**config.mk**
```make
export PLATFORM = sky130hd
export DESIGN_NAME = doip_udp_request_classifier_top
export DESIGN_NICKNAME = d
export VERILOG_FILES = /design/src/hdl/doipc_pkg.sv /design/src/hdl/doipc_cfg_regs.sv /design/src/hdl/doipc_hdr_parser.sv /design/src/hdl/doip_udp_request_classifier_top.sv
export SDC_FILE = /design/constraint.sdc
export NUM_CORES = 1
export LEC_CHECK = 0
export BUFFER_PORTS_ARGS = -buffer_cell sky130_fd_sc_hd__buf_2
export CAP_MARGIN = 40
export CORE_MARGIN = 2
export CORE_UTILIZATION = 51
export DETAILED_ROUTE_END_ITERATION = 7
export PLACE_DENSITY = 0.7
export SYNTH_ARGS = -nofsm -noshare
export SYNTH_HDL_FRONTEND = slang
export SYNTH_SLANG_ARGS = --single-unit
```
**constraint.sdc**
```tcl
create_clock -name clk -period 4.75 [get_ports clk]
set_clock_uncertainty 0.2 [all_clocks]
set_input_delay 0.2375 -clock clk [delete_from_list [all_inputs] [get_ports clk]]
set_output_delay 0.2375 -clock clk [all_outputs]
set_load 0.02 [all_outputs]
```
**src/hdl/doipc_pkg.sv**
```systemverilog
`default_nettype none
// ----------------------------------------------------------------------------
// doipc_pkg: shared types, constants and helpers for the DoIP request classifier
// Holds the port word formats, the configuration image, register indexes,
// header layout constants and the EID/VIN character selectors.
// ----------------------------------------------------------------------------
package doipc_pkg;

	// Header layout and compare lengths
	localparam int unsigned HDR_LEN = 8;
	localparam int unsigned EID_LEN = 6;
	localparam int unsigned VIN_LEN = 17;
	localparam int unsigned POS_W   = 5;
	localparam logic [POS_W-1:0] POS_MAX = 5'd31;

	// Byte positions inside the generic header
	localparam logic [POS_W-1:0] POS_VERSION = 5'd0;
	localparam logic [POS_W-1:0] POS_INVERSE = 5'd1;
	localparam logic [POS_W-1:0] POS_TYPE_END = 5'd4;
	localparam logic [POS_W-1:0] POS_HDR_END  = 5'd8;

	// Last byte position that still leaves the header short
	localparam logic [POS_W-1:0] POS_SHORT_MAX = 5'd6;
	// Minimum last byte position for a complete EID or VIN payload
	localparam logic [POS_W-1:0] POS_EID_DONE = 5'd13;
	localparam logic [POS_W-1:0] POS_VIN_DONE = 5'd24;

	// Accepted protocol versions
	localparam logic [7:0] VER_2010 = 8'h01;
	localparam logic [7:0] VER_2012 = 8'h02;
	localparam logic [7:0] VER_2019 = 8'h03;
	localparam logic [7:0] VER_ANY  = 8'hFF;

	// Payload type codes
	localparam logic [15:0] PT_VEH_ID     = 16'h0001;
	localparam logic [15:0] PT_VEH_ID_EID = 16'h0002;
	localparam logic [15:0] PT_VEH_ID_VIN = 16'h0003;
	localparam logic [15:0] PT_ENT_STATUS = 16'h4001;
	localparam logic [15:0] PT_POWER_MODE = 16'h4003;

	// Configuration register indexes
	localparam int unsigned CFG_IDX_W = 3;
	localparam logic [CFG_IDX_W-1:0] REG_ENTITY_ID  = 3'd0;
	localparam logic [CFG_IDX_W-1:0] REG_VIN_HEAD   = 3'd1;
	localparam logic [CFG_IDX_W-1:0] REG_VIN_MIDDLE = 3'd2;
	localparam logic [CFG_IDX_W-1:0] REG_VIN_TAIL   = 3'd3;
	localparam int unsigned CFG_DATA_W = 64;

	typedef enum logic [2:0] {
		KIND_NONE       = 3'd0,
		KIND_VEH_ID     = 3'd1,
		KIND_VEH_ID_EID = 3'd2,
		KIND_VEH_ID_VIN = 3'd3,
		KIND_ENT_STATUS = 3'd4,
		KIND_POWER_MODE = 3'd5
	} req_kind_t;

	typedef enum logic [1:0] {
		HST_OK        = 2'd0,
		HST_SHORT     = 2'd1,
		HST_BAD_PATTN = 2'd2
	} hdr_status_t;

	typedef struct packed {
		logic [7:0] data_byte;
		logic       last_byte;
	} in_word_t;

	typedef struct packed {
		logic [2:0]  request_kind;
		logic [1:0]  header_status;
		logic        selects_us;
		logic [15:0] msg_type;
		logic [31:0] payload_length;
	} out_word_t;

	typedef struct packed {
		logic [47:0] entity_id;
		logic [63:0] vin_head;
		logic [63:0] vin_middle;
		logic [7:0]  vin_tail;
	} cfg_t;

	// EID character k, first character most significant
	function automatic logic [7:0] eid_char(input logic [47:0] eid, input logic [2:0] k);
		logic [7:0] c;
		case (k)
			3'd0:    c = eid[47:40];
			3'd1:    c = eid[39:32];
			3'd2:    c = eid[31:24];
			3'd3:    c = eid[23:16];
			3'd4:    c = eid[15:8];
			3'd5:    c = eid[7:0];
			default: c = 8'h00;
		endcase
		return c;
	endfunction

	// VIN character k across the three registers
	function automatic logic [7:0] vin_char(input cfg_t cfg, input logic [POS_W-1:0] k);
		logic [7:0] c;
		case (k)
			5'd0:    c = cfg.vin_head[63:56];
			5'd1:    c = cfg.vin_head[55:48];
			5'd2:    c = cfg.vin_head[47:40];
			5'd3:    c = cfg.vin_head[39:32];
			5'd4:    c = cfg.vin_head[31:24];
			5'd5:    c = cfg.vin_head[23:16];
			5'd6:    c = cfg.vin_head[15:8];
			5'd7:    c = cfg.vin_head[7:0];
			5'd8:    c = cfg.vin_middle[63:56];
			5'd9:    c = cfg.vin_middle[55:48];
			5'd10:   c = cfg.vin_middle[47:40];
			5'd11:   c = cfg.vin_middle[39:32];
			5'd12:   c = cfg.vin_middle[31:24];
			5'd13:   c = cfg.vin_middle[23:16];
			5'd14:   c = cfg.vin_middle[15:8];
			5'd15:   c = cfg.vin_middle[7:0];
			5'd16:   c = cfg.vin_tail;
			default: c = 8'h00;
		endcase
		return c;
	endfunction

endpackage
`default_nettype wire

```
**src/hdl/doipc_cfg_regs.sv**
```systemverilog
`default_nettype none
// ----------------------------------------------------------------------------
// doipc_cfg_regs: configuration register file
// Write-only registers for the entity EID and the three VIN segments.
// Unknown indexes are dropped; bits above a register's width are dropped.
// ----------------------------------------------------------------------------
module doipc_cfg_regs (
	input  wire                                  clk,
	input  wire                                  arst_n,
	input  wire                                  cfg_we,
	input  wire [doipc_pkg::CFG_IDX_W-1:0]       cfg_index,
	input  wire [doipc_pkg::CFG_DATA_W-1:0]      cfg_wdata,
	output doipc_pkg::cfg_t                      cfg
);

	doipc_pkg::cfg_t cfg_q;

	// Capture writes by index
	always_ff @(posedge clk or negedge arst_n) begin
		if (!arst_n) begin
			cfg_q <= '0;
		end else if (cfg_we) begin
			case (cfg_index)
				doipc_pkg::REG_ENTITY_ID: begin
					cfg_q.entity_id <= cfg_wdata[47:0];
				end
				doipc_pkg::REG_VIN_HEAD: begin
					cfg_q.vin_head <= cfg_wdata;
				end
				doipc_pkg::REG_VIN_MIDDLE: begin
					cfg_q.vin_middle <= cfg_wdata;
				end
				doipc_pkg::REG_VIN_TAIL: begin
					cfg_q.vin_tail <= cfg_wdata[7:0];
				end
				default: begin
				end
			endcase
		end
	end

	assign cfg = cfg_q;

endmodule
`default_nettype wire

```
**src/hdl/doipc_hdr_parser.sv**
```systemverilog
`default_nettype none
// ----------------------------------------------------------------------------
// doipc_hdr_parser: per-datagram header state and classification
// Updates the header state for one byte per advance and forms the result
// word combinationally from the updated state when the byte is marked last.
// ----------------------------------------------------------------------------
module doipc_hdr_parser (
	input  wire                  clk,
	input  wire                  arst_n,
	input  wire                  adv,
	input  doipc_pkg::in_word_t  word,
	input  doipc_pkg::cfg_t      cfg,
	output doipc_pkg::out_word_t res
);

	logic [doipc_pkg::POS_W-1:0] pos_q;
	logic [7:0]  ver_q;
	logic        pat_q;
	logic [15:0] type_q;
	logic [31:0] len_q;
	logic        eid_q;
	logic        vin_q;

	logic [7:0]  nxt_ver;
	logic        nxt_pat;
	logic [15:0] nxt_type;
	logic [31:0] nxt_len;
	logic        nxt_eid;
	logic        nxt_vin;
	logic [doipc_pkg::POS_W-1:0] k;
	logic        ver_ok;
	logic        sel;

	assign k = pos_q - doipc_pkg::POS_HDR_END;
	assign ver_ok = (ver_q == doipc_pkg::VER_2010) || (ver_q == doipc_pkg::VER_2012) ||
	                (ver_q == doipc_pkg::VER_2019) || (ver_q == doipc_pkg::VER_ANY);

	// Next header state for this byte
	always_comb begin
		nxt_ver  = ver_q;
		nxt_pat  = pat_q;
		nxt_type = type_q;
		nxt_len  = len_q;
		nxt_eid  = eid_q;
		nxt_vin  = vin_q;
		if (pos_q == doipc_pkg::POS_VERSION) begin
			nxt_ver = word.data_byte;
		end else if (pos_q == doipc_pkg::POS_INVERSE) begin
			nxt_pat = ver_ok && (word.data_byte == ~ver_q);
		end else if (pos_q < doipc_pkg::POS_TYPE_END) begin
			nxt_type = {type_q[7:0], word.data_byte};
		end else if (pos_q < doipc_pkg::POS_HDR_END) begin
			nxt_len = {len_q[23:0], word.data_byte};
		end else begin
			if ((k < 5'(doipc_pkg::EID_LEN)) &&
			    (word.data_byte != doipc_pkg::eid_char(cfg.entity_id, k[2:0]))) begin
				nxt_eid = 1'b0;
			end
			if ((k < 5'(doipc_pkg::VIN_LEN)) &&
			    (word.data_byte != doipc_pkg::vin_char(cfg, k))) begin
				nxt_vin = 1'b0;
			end
		end
	end

	// Classify from the updated state
	always_comb begin
		res = '0;
		case (nxt_type)
			doipc_pkg::PT_VEH_ID_EID: sel = (pos_q >= doipc_pkg::POS_EID_DONE) && nxt_eid;
			doipc_pkg::PT_VEH_ID_VIN: sel = (pos_q >= doipc_pkg::POS_VIN_DONE) && nxt_vin;
			default:                  sel = 1'b1;
		endcase
		if (pos_q <= doipc_pkg::POS_SHORT_MAX) begin
			res.header_status = doipc_pkg::HST_SHORT;
		end else begin
			res.msg_type       = nxt_type;
			res.payload_length = nxt_len;
			res.selects_us     = sel;
			if (!nxt_pat) begin
				res.header_status = doipc_pkg::HST_BAD_PATTN;
			end else begin
				res.header_status = doipc_pkg::HST_OK;
				case (nxt_type)
					doipc_pkg::PT_VEH_ID:     res.request_kind = doipc_pkg::KIND_VEH_ID;
					doipc_pkg::PT_VEH_ID_EID: res.request_kind = doipc_pkg::KIND_VEH_ID_EID;
					doipc_pkg::PT_VEH_ID_VIN: res.request_kind = doipc_pkg::KIND_VEH_ID_VIN;
					doipc_pkg::PT_ENT_STATUS: res.request_kind = doipc_pkg::KIND_ENT_STATUS;
					doipc_pkg::PT_POWER_MODE: res.request_kind = doipc_pkg::KIND_POWER_MODE;
					default:                  res.request_kind = doipc_pkg::KIND_NONE;
				endcase
			end
		end
	end

	// Advance the state; clear it after the last byte
	always_ff @(posedge clk or negedge arst_n) begin
		if (!arst_n) begin
			pos_q  <= '0;
			ver_q  <= '0;
			pat_q  <= 1'b0;
			type_q <= '0;
			len_q  <= '0;
			eid_q  <= 1'b1;
			vin_q  <= 1'b1;
		end else if (adv) begin
			if (word.last_byte) begin
				pos_q  <= '0;
				ver_q  <= '0;
				pat_q  <= 1'b0;
				type_q <= '0;
				len_q  <= '0;
				eid_q  <= 1'b1;
				vin_q  <= 1'b1;
			end else begin
				if (pos_q != doipc_pkg::POS_MAX) begin
					pos_q <= pos_q + 5'd1;
				end
				ver_q  <= nxt_ver;
				pat_q  <= nxt_pat;
				type_q <= nxt_type;
				len_q  <= nxt_len;
				eid_q  <= nxt_eid;
				vin_q  <= nxt_vin;
			end
		end
	end

	// Position restarts after a last byte
	a_pos_restart: assert property (@(posedge clk) disable iff (!arst_n)
		adv && word.last_byte |=> pos_q == '0 && !pat_q && eid_q && vin_q)
		else $error("header state not cleared after last byte");

	// Position holds once saturated
	a_pos_sat: assert property (@(posedge clk) disable iff (!arst_n)
		adv && !word.last_byte && pos_q == doipc_pkg::POS_MAX |=> pos_q == doipc_pkg::POS_MAX)
		else $error("byte position wrapped past saturation");

	// A short datagram reports no type, length or selection
	a_short_clean: assert property (@(posedge clk) disable iff (!arst_n)
		res.header_status == doipc_pkg::HST_SHORT |->
		res.msg_type == '0 && res.payload_length == '0 && !res.selects_us &&
		res.request_kind == doipc_pkg::KIND_NONE)
		else $error("short datagram result carries header fields");

endmodule
`default_nettype wire

```
**src/hdl/doip_udp_request_classifier_top.sv**
```systemverilog
`default_nettype none
// ----------------------------------------------------------------------------
// doip_udp_request_classifier_top: DoIP UDP generic header classifier
// Channel   Dir  Handshake          Word
// in        in   in_valid/in_stall  in_data  (data_byte, last_byte)
// out       out  out_valid/out_stall out_data (kind, status, select, type, length)
// cfg       in   cfg_we             cfg_index, cfg_wdata
//
// One byte word is taken per cycle while in_stall is low; a result passes through
// the input register, then the result register, after its last byte is taken.
// Per-byte work is one header-field update, or one EID and one VIN character compare.
// in_stall rises only when a last-marked word waits behind a stalled result.
// Reset clears the header state (match flags set) and zeroes all
// configuration registers.
// ----------------------------------------------------------------------------
module doip_udp_request_classifier_top (
	input  wire                              clk,
	input  wire                              arst_n,
	input  wire                              in_valid,
	output logic                             in_stall,
	input  doipc_pkg::in_word_t              in_data,
	output logic                             out_valid,
	input  wire                              out_stall,
	output doipc_pkg::out_word_t             out_data,
	input  wire                              cfg_we,
	input  wire [doipc_pkg::CFG_IDX_W-1:0]   cfg_index,
	input  wire [doipc_pkg::CFG_DATA_W-1:0]  cfg_wdata
);

	doipc_pkg::cfg_t      cfg;
	doipc_pkg::in_word_t  word_s1;
	logic                 valid_s1;
	doipc_pkg::out_word_t res;
	doipc_pkg::out_word_t out_q;
	logic                 out_valid_q;
	logic                 adv;
	logic                 in_take;

	doipc_cfg_regs u_cfg (
		.clk       (clk),
		.arst_n    (arst_n),
		.cfg_we    (cfg_we),
		.cfg_index (cfg_index),
		.cfg_wdata (cfg_wdata),
		.cfg       (cfg)
	);

	doipc_hdr_parser u_parser (
		.clk    (clk),
		.arst_n (arst_n),
		.adv    (adv),
		.word   (word_s1),
		.cfg    (cfg),
		.res    (res)
	);

	// Advance a word unless it needs the result register and that is blocked
	assign adv      = valid_s1 && (!word_s1.last_byte || !out_valid_q || !out_stall);
	assign in_stall = valid_s1 && !adv;
	assign in_take  = in_valid && !in_stall;

	// Input register control
	always_ff @(posedge clk or negedge arst_n) begin
		if (!arst_n) begin
			valid_s1 <= 1'b0;
		end else if (in_take) begin
			valid_s1 <= 1'b1;
		end else if (adv) begin
			valid_s1 <= 1'b0;
		end
	end

	// Input register payload
	always_ff @(posedge clk) begin
		if (in_take) begin
			word_s1 <= in_data;
		end
	end

	// Result register control
	always_ff @(posedge clk or negedge arst_n) begin
		if (!arst_n) begin
			out_valid_q <= 1'b0;
		end else if (adv && word_s1.last_byte) begin
			out_valid_q <= 1'b1;
		end else if (!out_stall) begin
			out_valid_q <= 1'b0;
		end
	end

	// Result register payload
	always_ff @(posedge clk) begin
		if (adv && word_s1.last_byte) begin
			out_q <= res;
		end
	end

	assign out_valid = out_valid_q;
	assign out_data  = out_q;

	// Stall only when a last word meets a blocked result register
	a_stall_cause: assert property (@(posedge clk) disable iff (!arst_n)
		in_stall |-> valid_s1 && word_s1.last_byte && out_valid_q && out_stall)
		else $error("input stalled without a blocked result");

	// A new result only comes from a last-marked word
	a_result_src: assert property (@(posedge clk) disable iff (!arst_n)
		$rose(out_valid_q) |-> $past(adv && word_s1.last_byte))
		else $error("result raised without a last word");

	// A held result is not overwritten
	a_no_overrun: assert property (@(posedge clk) disable iff (!arst_n)
		out_valid_q && out_stall |-> !(adv && word_s1.last_byte))
		else $error("result register overwritten while stalled");

endmodule
`default_nettype wire

```
=== After elaboration in Yosys (flattened, before gate mapping) ===
Index checks and enable logic that the tools add are counted.

* Order comparisons: 7
* Multiplexer cells: 45
* Add/sub/neg operators: 2
* Reductions and logical operators: 33
* Eq/ne operators: 39
* Bitwise gates (word level): 2

{| class="wikitable"
|+ Operators by type and width
! cell !! number
|-
| $mux 32 || 5
|-
| $pmux 8 s17 || 1
|-
| $mux 8 || 10
|-
| $mux 16 || 4
|-
| $pmux 8 s6 || 1
|-
| $eq 5x4->1 const B || 8
|-
| $eq 16x15->1 const B || 2
|-
| $eq 16x2->1 const B || 2
|-
| $eq 5x3->1 const B || 4
|-
| $mux 1 || 19
|-
| $eq 16x1->1 const B || 1
|-
| $eq 8x2->1 const B || 2
|-
| $ne 8x8->1 || 2
|-
| $pmux 3 s5 || 1
|-
| $eq 3x2->1 const B || 4
|-
| $reduce_and 2->1 || 6
|-
| $eq 5x1->1 const B || 2
|-
| $eq 5x2->1 const B || 2
|-
| $logic_not 5->1 || 2
|-
| $lt 5x3->1 const B || 2
|-
| $mux 5 || 2
|-
| $logic_and 1x1->1 || 9
|-
| $eq 8x1->1 const B || 1
|-
| $eq 8x8->1 || 1
|-
| other kinds (22) || 35
|}

* Bits of input ports: 81
* Register bits: 313

=== Depth between registers and ports, before layout ===
Gate-level depths: netlist of run 1.

* Depth in word-level cells: 16
* Gate-level depth with buffers: 14
* Gate-level depth less buffers: 10

=== Cells and area by module ===
Synthesis of run 1 repeated with hierarchy kept, for this count alone.

* Cells, all modules: 1108
* Area, all modules: 14198.6 µm²

{| class="wikitable"
|+ Modules (own cells, without submodules)
! module !! cells each !! area each (µm²) !! instances
|-
| doipc_cfg_regs || 391 || 6907.9 || 1
|-
| doipc_hdr_parser || 642 || 5300.1 || 1
|-
| doip_udp_request_classifier_top || 75 || 1990.7 || 1
|}

=== Worst setup path before layout of run 1 ===
OpenSTA, ideal clock, no wires.

* Path type: reg2reg
* From: register u_parser.pos_q[3] (netlist bit)
* To: register out_q (netlist bit out_data[48]), data pin
* Buffers on the path: 3
* Slack: 1.683 ns
* Required time: 4.281 ns
* Library setup time: 0.269 ns
* Stages on the path, launching flop included: 14
* Clock period less this slack: 3.067 ns
* Data arrival time: 2.598 ns
* Cell sequence: dfrtp_1 > buf_6 > buf_4 > inv_1 > ha_1 > clkbuf_1 > mux2_2 > a32oi_1 > nand3_1 > nor3_2 > xnor2_1 > nor4_1 > a21oi_1 > o22ai_1

* Longest elaborated chain between the ends: 16
* Elaborated cells between the ends (all ways): 53
* Those cells by class: 1 x add/sub; 7 x order compare; 20 x eq/ne; 19 x mux; 6 x reduce/logical

{| class="wikitable"
|+ Ends and longest elaborated chain
! what !! line !! source
|-
| from (decl) || doipc_hdr_parser.sv:16 || <nowiki>logic [doipc_pkg::POS_W-1:0] pos_q;</nowiki>
|-
| from (signal assigned) || doipc_hdr_parser.sv:117 || <nowiki>pos_q <= pos_q + 5'd1;</nowiki>
|-
| $sub 5x4->5 || doipc_hdr_parser.sv:34 || <nowiki>assign k = pos_q - doipc_pkg::POS_HDR_END;</nowiki>
|-
| $eq 5x5->1, or another cell as far along || doipc_pkg.sv:102 || <nowiki>case (k)</nowiki>
|-
| $pmux 8 s17 || doipc_pkg.sv:102 ||
|-
| $mux 8 || doipc_hdr_parser.sv:52 || <nowiki>end else if (pos_q < doipc_pkg::POS_HDR_END) begin</nowiki>
|-
| $mux 8 || doipc_hdr_parser.sv:50 || <nowiki>end else if (pos_q < doipc_pkg::POS_TYPE_END) begin</nowiki>
|-
| $mux 8 || doipc_hdr_parser.sv:48 || <nowiki>end else if (pos_q == doipc_pkg::POS_INVERSE) begin</nowiki>
|-
| $mux 8 || doipc_hdr_parser.sv:46 || <nowiki>if (pos_q == doipc_pkg::POS_VERSION) begin</nowiki>
|-
| $ne 8x8->1 || doipc_hdr_parser.sv:60 || <nowiki>(word.data_byte != doipc_pkg::vin_char(cfg, k))) begin</nowiki>
|-
| $logic_and 1x1->1 || doipc_hdr_parser.sv:59 || <nowiki>if ((k < 5'(doipc_pkg::VIN_LEN)) &&</nowiki>
|-
| $mux 1 || doipc_hdr_parser.sv:59 ||
|-
| $mux 1 || doipc_hdr_parser.sv:52 ||
|-
| $mux 1 || doipc_hdr_parser.sv:50 ||
|-
| $mux 1 || doipc_hdr_parser.sv:48 ||
|-
| $mux 1 || doipc_hdr_parser.sv:46 ||
|-
| $logic_and 1x1->1 || doipc_hdr_parser.sv:71 || <nowiki>doipc_pkg::PT_VEH_ID_VIN: sel = (pos_q >= doipc_pkg::POS_VIN_DONE) && nxt_vin;</nowiki>
|-
| $pmux 1 s2 || doipc_hdr_parser.sv:69 || <nowiki>case (nxt_type)</nowiki>
|-
| to (signal assigned) || doip_udp_request_classifier_top.sv:94 || <nowiki>out_q <= res;</nowiki>
|-
| to (decl) || doip_udp_request_classifier_top.sv:34 || <nowiki>doipc_pkg::out_word_t out_q;</nowiki>
|}

Several ways; a longest one is shown, not always the timed one. The select of a mux whose other input is x is not followed.
A chain may end at the register's enable or synchronous reset.

=== Worst setup path after layout of run 1 ===
* From: register u_parser.pos_q[1] (netlist bit)
* To: register out_q (netlist bit out_data[48]), data pin

* Longest elaborated chain between the ends: 16
* Elaborated cells between the ends (all ways): 65
* Those cells by class: 1 x add/sub; 7 x order compare; 26 x eq/ne; 24 x mux; 7 x reduce/logical

{| class="wikitable"
|+ Ends and longest elaborated chain
! what !! line
|-
| $sub 5x4->5 || doipc_hdr_parser.sv:34
|-
| $eq 5x5->1, or another cell as far along || doipc_pkg.sv:102
|-
| $pmux 8 s17 or $pmux 8 s6 (tied branches) || doipc_pkg.sv:102, doipc_pkg.sv:87
|-
| $mux 8 || doipc_hdr_parser.sv:52
|-
| $mux 8 || doipc_hdr_parser.sv:50
|-
| $mux 8 || doipc_hdr_parser.sv:48
|-
| $mux 8 || doipc_hdr_parser.sv:46
|-
| $ne 8x8->1, on equally long branches || doipc_hdr_parser.sv:60, doipc_hdr_parser.sv:56
|-
| $logic_and 1x1->1, on equally long branches || doipc_hdr_parser.sv:59, doipc_hdr_parser.sv:55
|-
| $mux 1, on equally long branches || doipc_hdr_parser.sv:59, doipc_hdr_parser.sv:55
|-
| $mux 1 || doipc_hdr_parser.sv:52
|-
| $mux 1 || doipc_hdr_parser.sv:50
|-
| $mux 1 || doipc_hdr_parser.sv:48
|-
| $mux 1 || doipc_hdr_parser.sv:46
|-
| $logic_and 1x1->1, on equally long branches || doipc_hdr_parser.sv:71, doipc_hdr_parser.sv:70
|-
| $pmux 1 s2 || doipc_hdr_parser.sv:69
|}

Several ways; a longest one is shown, not always the timed one. The select of a mux whose other input is x is not followed.

==> results of run 1 <==
## path summary, 6_finish.rpt
kind                            cells past startpoint                  to
min in group clk                                    2          word_s1[8]
worst max register to register                      9        out_data[48]
worst min register to register                      2  u_parser.len_q[28]
worst max-delay path                                9        out_data[48]
worst min-delay path                                2  u_parser.type_q[3]
max in group asynchronous                           3      u_parser.vin_q
## state kept, by name (all words and copies together), names as in the netlist
register / count
u_parser.type_q: 16
u_parser.len_q: 32
u_parser.vin_q: 1
u_parser.ver_q: 8
out_valid: 1
u_parser.pat_q: 1
valid_s1: 1
word_s1: 9
u_parser.eid_q: 1
u_parser.pos_q: 5
u_cfg.cfg: 184
out_data: 54
## cell usage after synthesis (8+ instances only)
master	instances	area, um2
a21boi_0	30	225
inv_1	11	41.3
a21oi_1	54	270
edfxtp_1	63	1890
a32oi_1	10	87.6
o22ai_1	8	50.1
buf_2	14	70.1
mux2i_1	22	220
nor3_1	12	60.1
clkbuf_1	56	210
mux2_2	195	2200
o21ai_0	42	210
nand3_1	17	85.1
xor2_1	8	70.1
nor2_1	13	48.8
nand2_1	153	574
dfrtp_1	248	6210
a22oi_1	19	143
nor2b_1	8	50.1
ha_1	12	150
xnor2_1	11	96.3
a22o_1	28	245
## stage by stage
stage	hold slack (ps)	setup WS (ps)
2_1_floorplan	-258	1680
3_3_place_gp	201	1110
3_5_place_dp	202	1150
4_1_cts	240	1100
5_1_grt	248	862
6_report	157	1040
## kinds of logic after synthesis
group                    Yosys count  share of synthesized area, %
flip-flops                       313                          56.7
AND/OR/NAND/NOR                  258                          8.77
AO/OA/AOI/OAI                    240                          11.6
multiplexers                     224                          17.7
buffers and inverters             95                          3.02
XOR/XNOR                          19                          1.16
adder cells (fa/ha/maj)           12                          1.04
## area by class of cell
cell class / instances / area [um2] / area share (%)
Timing Repair Buffer: 234 / 1700 / 9.79
Tap cell: 378 / 473 / 2.72
Clock buffer: 43 / 936 / 5.38
Inverter: 13 / 48.8 / 0.280
Multi-Input combinational cell: 753 / 5830 / 33.5
Clock inverter: 16 / 264 / 1.52
Sequential cell: 313 / 8150 / 46.8
## routing by layer
layer / track usage, % / vias up
li1: - / 4642
met1: 36.4 / 5251
met2: 45.8 / 391
met3: 4.72 / 76
met4: 10.1 / 0
met5: 0 / -
## what timing repair did
item | CTS | global route
setup buffers | 0 | 0
endpoints found under the hold margin | 309 | 0
hold buffers | 77 | 0
## power by group
part	internal [W]	leakage [nW]	switching [W]	total, W
registers	0.00336	3.70	0.000548	0.00391
clock network	0.00178	0.588	0.00106	0.00284
logic	0.00109	2.92	0.00145	0.00254
==> metrics, run 1 <==
clock root buffer clkbuf_16; Vias 10400; placed cell count 1614; DR vias/cell 5.92; GRT Total Usage 27.5%; Core ar. 27800 um2; Final setup violation count 0; # fillers 2195; share of cells above drive strength 1 31.8%; Metal-1 WL 16500 um; final core utilization 62.7%; worst r2r src u_parser.pos_q[1]; WP buf/inv 2; register area share after synthesis 56.7%; critical path's largest stage delay 760 ps; CTS tree done; vias in the first global route 10500; initial core utilization 51.7%; I/O pins 137; Total Nets Final 1442; Syn-to-layout area delta 21.1%; slew margin rel. 32.6%; Worst Setup Start Kind flip-flop; Die Wd 172 um; commonest non-fill, non-tap cell in the layout dfrtp_1; grt total ovfl 0; max-slew violations 0; Routed WL per cell 22.6 um; met3 WL 2420 um; CP Class reg -> reg; period utilization 78.2%; Final Cell Area 17400 um2; H-tree lvl count 2; cell mode on critical path or3_1; CTS clk-pin slew, worst paths 60 ps; ANT nets after route 0; initial antenna violation count 0; #FFs+latches synth 313; Highest Signal Layer met4; max-cap check violation count 0; Least-Margin Pin Slew 1010 ps; unrepaired setup endpoints after global routing false; Worst Setup End Kind flip-flop; First-pass DRT Iterations 6; clock tree buffer depth 3; num rows 61; Detail Placement HPWL 26300 um; pin count of the biggest net entering global routing 117; Final Hold Fails 0; Cells after Synth 1161; asr flop ratio synth 79.9%; PortBufs 136; clk_lat worst skew 510 ps; setup TNS 0 ps; type of the worst min-delay path in -> async; Mean Syn Cell Area 12.4 um2; critical path, cell by cell inv_1, ha_1, nor2_1, o211ai_2, inv_2, or3_1, a21o_1, or3_1, o22ai_1; EDFF count, synth 63; Main synth FF type dfrtp_1; global-route wire length before repair 61600 um; Max Fclk 0.269 GHz; GPL Wtd Cong 0.976; Mapped Area 14400 um2; CTS Buf Count 34; Max VDD drop 296 uV; clock sink count 313; Top Family by Delay on Critical Path compound AO/OA/AOI/OAI gates; most frequent cells in the layout 246 x dfrtp_1, 195 x mux2_2, 153 x nand2_1, 135 x buf_2, 77 x dlygate4sd3_1; Leakage Power 7.21 nW; Yosys cell types 75; slowest CP cell ha_1; DRC violations left 0; Cell Pwr Density 533 nW/um2; diode count 0; CP Data Required Time 4890 ps; final non-filler cell total 1750; final wirelength 39600 um; worst reg2reg setup slack 1040 ps; status completed; WL met2 19200 um; overall power 0.00929 W; CP max FO 20; minimum clock period 3710 ps; die area 29500 um2; Synth Warn # 0; start point of the critical path u_parser.pos_q[1]; Iter 0 DRT Violations 973; post-CTS sizing 0; Mapped Nets 1254; WP data arrival 3860 ps; Placed Area 15400 um2; Die H 172 um
(Power assumes the default switching activity.)
==> run 2: changes to the inputs <==
--- a/config.mk
+++ b/config.mk
@@ -10,7 +10,7 @@
 export CORE_MARGIN = 2
 export CORE_UTILIZATION = 51
 export DETAILED_ROUTE_END_ITERATION = 7
-export PLACE_DENSITY = 0.7
+export PLACE_DENSITY = 0.73
 export SYNTH_ARGS = -nofsm -noshare
 export SYNTH_HDL_FRONTEND = slang
 export SYNTH_SLANG_ARGS = --single-unit
==> constraint.sdc (replaced) <==
create_clock -name clk -period 3.3 [get_ports clk]
set_clock_uncertainty 0.2 [all_clocks]
set_input_delay 0.165 -clock clk [delete_from_list [all_inputs] [get_ports clk]]
set_output_delay 0.165 -clock clk [all_outputs]
set_load 0.02 [all_outputs]
==> run 2 against run 1 <==
Net effect:
- sequential cell count did not move
- non-clock buffer count is 36 higher
- largest power group unchanged
- first-iteration DRC count fell by 0.21%
- register-to-register slack lost 860 ps
- sequential power up 42%
- clock-buffer cell count is 10 higher
- wire length shrank 1.4%
- die area stayed put
==> metrics, run 2 (synthesis gave the netlist of run 1 again) <==
global-route wire length before repair 59700 um (-3.1%); pre-CTS setup slack 230 ps (-920 ps); diode count 0 (unchanged); Die Wd 172 um (unchanged); minimum clock period 3120 ps (-592 ps); Final setup violation count 0 (unchanged); Max VDD drop 430 uV (+45%); First-pass DRT Iterations 7 (+1); worst r2r src u_parser.pos_q[0]; DR vias/cell 5.86 (-1.0%); GRT Total Usage 26.7% (-0.77 points); CP Data Required Time 3330 ps (-1560 ps); Iter 0 DRT Violations 971 (-0.21%); Cell Pwr Density 760 nW/um2 (+42%); num rows 61 (unchanged); clock sink count 313 (unchanged); period utilization 94.6% (+16 points); share of cells above drive strength 1 33.4% (+1.6 points); vias in the first global route 10400 (-1.0%); FF/Latch Area 8150 um2 (unchanged); most frequent cells in the layout 246 x dfrtp_1, 195 x mux2_2, 153 x nand2_1, 135 x buf_2, 77 x dlygate4sd3_1; reg2reg end out_data[48]; Leakage Power 7.37 nW (+2.3%); WP data arrival 3150 ps (-710 ps); Worst Setup End Kind flip-flop; Least-Margin Pin Slew 844 ps (-168 ps); DRC violations left 0 (unchanged); Total Nets Final 1478 (+2.5%); H-tree lvl count 2 (unchanged); placed cell count 1650 (+2.2%); # fillers 2173 (-1.0%); slew margin rel. 43.3% (+11 points); die area 29500 um2 (unchanged); GPL Wtd Cong 1.02 (+4.5%); PortBufs 136 (unchanged); Die H 172 um (unchanged); final wirelength 39000 um (-1.4%); initial antenna violation count 0 (unchanged); Post-CTS Setup Repair Bufs 0 (unchanged); clock tree buffer depth 3 (unchanged); max-cap check violation count 0 (unchanged); ANT nets after route 0 (unchanged); status completed; pin count of the biggest net entering global routing 99 (-15%); clock root buffer clkbuf_16; final non-filler cell total 1788 (+2.2%); Max Fclk 0.320 GHz (+19%); max-slew violations 0 (unchanged); max FFs per register 184 (unchanged); CP Class reg -> reg; Core ar. 27800 um2 (unchanged); I/O pins 137 (unchanged); type of the worst min-delay path in -> async; grt total ovfl 0 (unchanged); clk_lat worst skew 510 ps (about the same); setup TNS 0 ps (unchanged); unrepaired setup endpoints after global routing false; initial core utilization 51.7% (unchanged); worst reg2reg setup slack 180 ps (-860 ps); Vias 10500 (+1.1%); CTS tree done; Final Hold Fails 0 (unchanged); PnR worst setup slack 179 ps (-858 ps); Routed WL per cell 21.8 um (-3.5%); Worst Setup Start Kind flip-flop; CTS Buf Count 34 (unchanged); CTS clk-pin slew, worst paths 60 ps (about the same); Syn-to-layout area delta 22.9%; reg2reg path depth 11 (+2); Detail Placement HPWL 26700 um (+1.9%); area occupied by multi-input gates 5830 um2 (unchanged); commonest non-fill, non-tap cell in the layout dfrtp_1; CP max FO 7 (-65%)
[run 2: cell types whose count changed in the layout (fill, tap and decap cells not counted), moves of 3 or more]
cell / change
buf_12: +4
bufinv_16: -4
clkbuf_1: +4
clkbuf_16: +3
clkbuf_8: +3
buf_4: +35
[run 2: final cells by class]
type / instances / share of cell area (%)
flip-flops and latches: 313 / 46.1
multi-input cells: 753 / 33.0
repair buffers: 270 / 11.2
clock buffers: 53 / 6.04
well taps: 378 / 2.68
clock inverters: 8 / 0.687
inverters: 13 / 0.276
[run 2: timing repair]
item | CTS | global route
hold buffers | 77 | 0
resized for setup | 0 | 0
endpoints found under the setup margin | 0 | 0
endpoints found under the hold margin | 288 | 0
[run 2: how the worst max path moves through the flow]
stage / startpoint / endpoint / cells past startpoint
floorplan: u_parser.pos_q[3] / out_data[48] / 13
global placement: u_parser.pos_q[3] / out_data[48] / 10
detailed placement: u_parser.pos_q[3] / out_data[48] / 10
CTS: u_parser.pos_q[3] / out_data[48] / 10
global route: u_parser.pos_q[0] / out_data[48] / 11
finish: u_parser.pos_q[0] / out_data[48] / 11
[run 2: power breakdown]
group	internal (W)	total (W)	switching [W]
Clock	0.00246	0.00397	0.00151
Sequential	0.00484	0.00557	0.000728
Combinational	0.00174	0.00389	0.00215
[run 2: worst max-delay path, stage by stage (launching register included)]
cell and delay, ps:
dfrtp_1 430, inv_1 110, ha_1 330, nor4bb_1 170, buf_4 150, a222oi_1 360
nand3_1 130, nor3_1 340, xnor2_1 180, nor4_2 60, a21oi_1 260, o22ai_1 130
[run 2: stage by stage]
step	area, um2	hold slack [ps]	util, %	total power [W]
3_3_place_gp	15700	49.0	56.5	0.00927
4_1_cts	17700	129	63.6	0.0134
3_5_place_dp	15700	54.3	56.5	0.00939
6_report	17700	86.5	63.6	0.0134
2_1_floorplan	14400	-331	-	0.00794
5_1_grt	17700	162	63.6	0.0140
[run 2: layer usage]
metal	part of all wire, %	track usage, %	wire [um]
met1	42	35.4	16300
met2	48	43.8	18700
met3	5.4	4.05	2100
met4	4.9	12.1	1920
met5	0	0	0
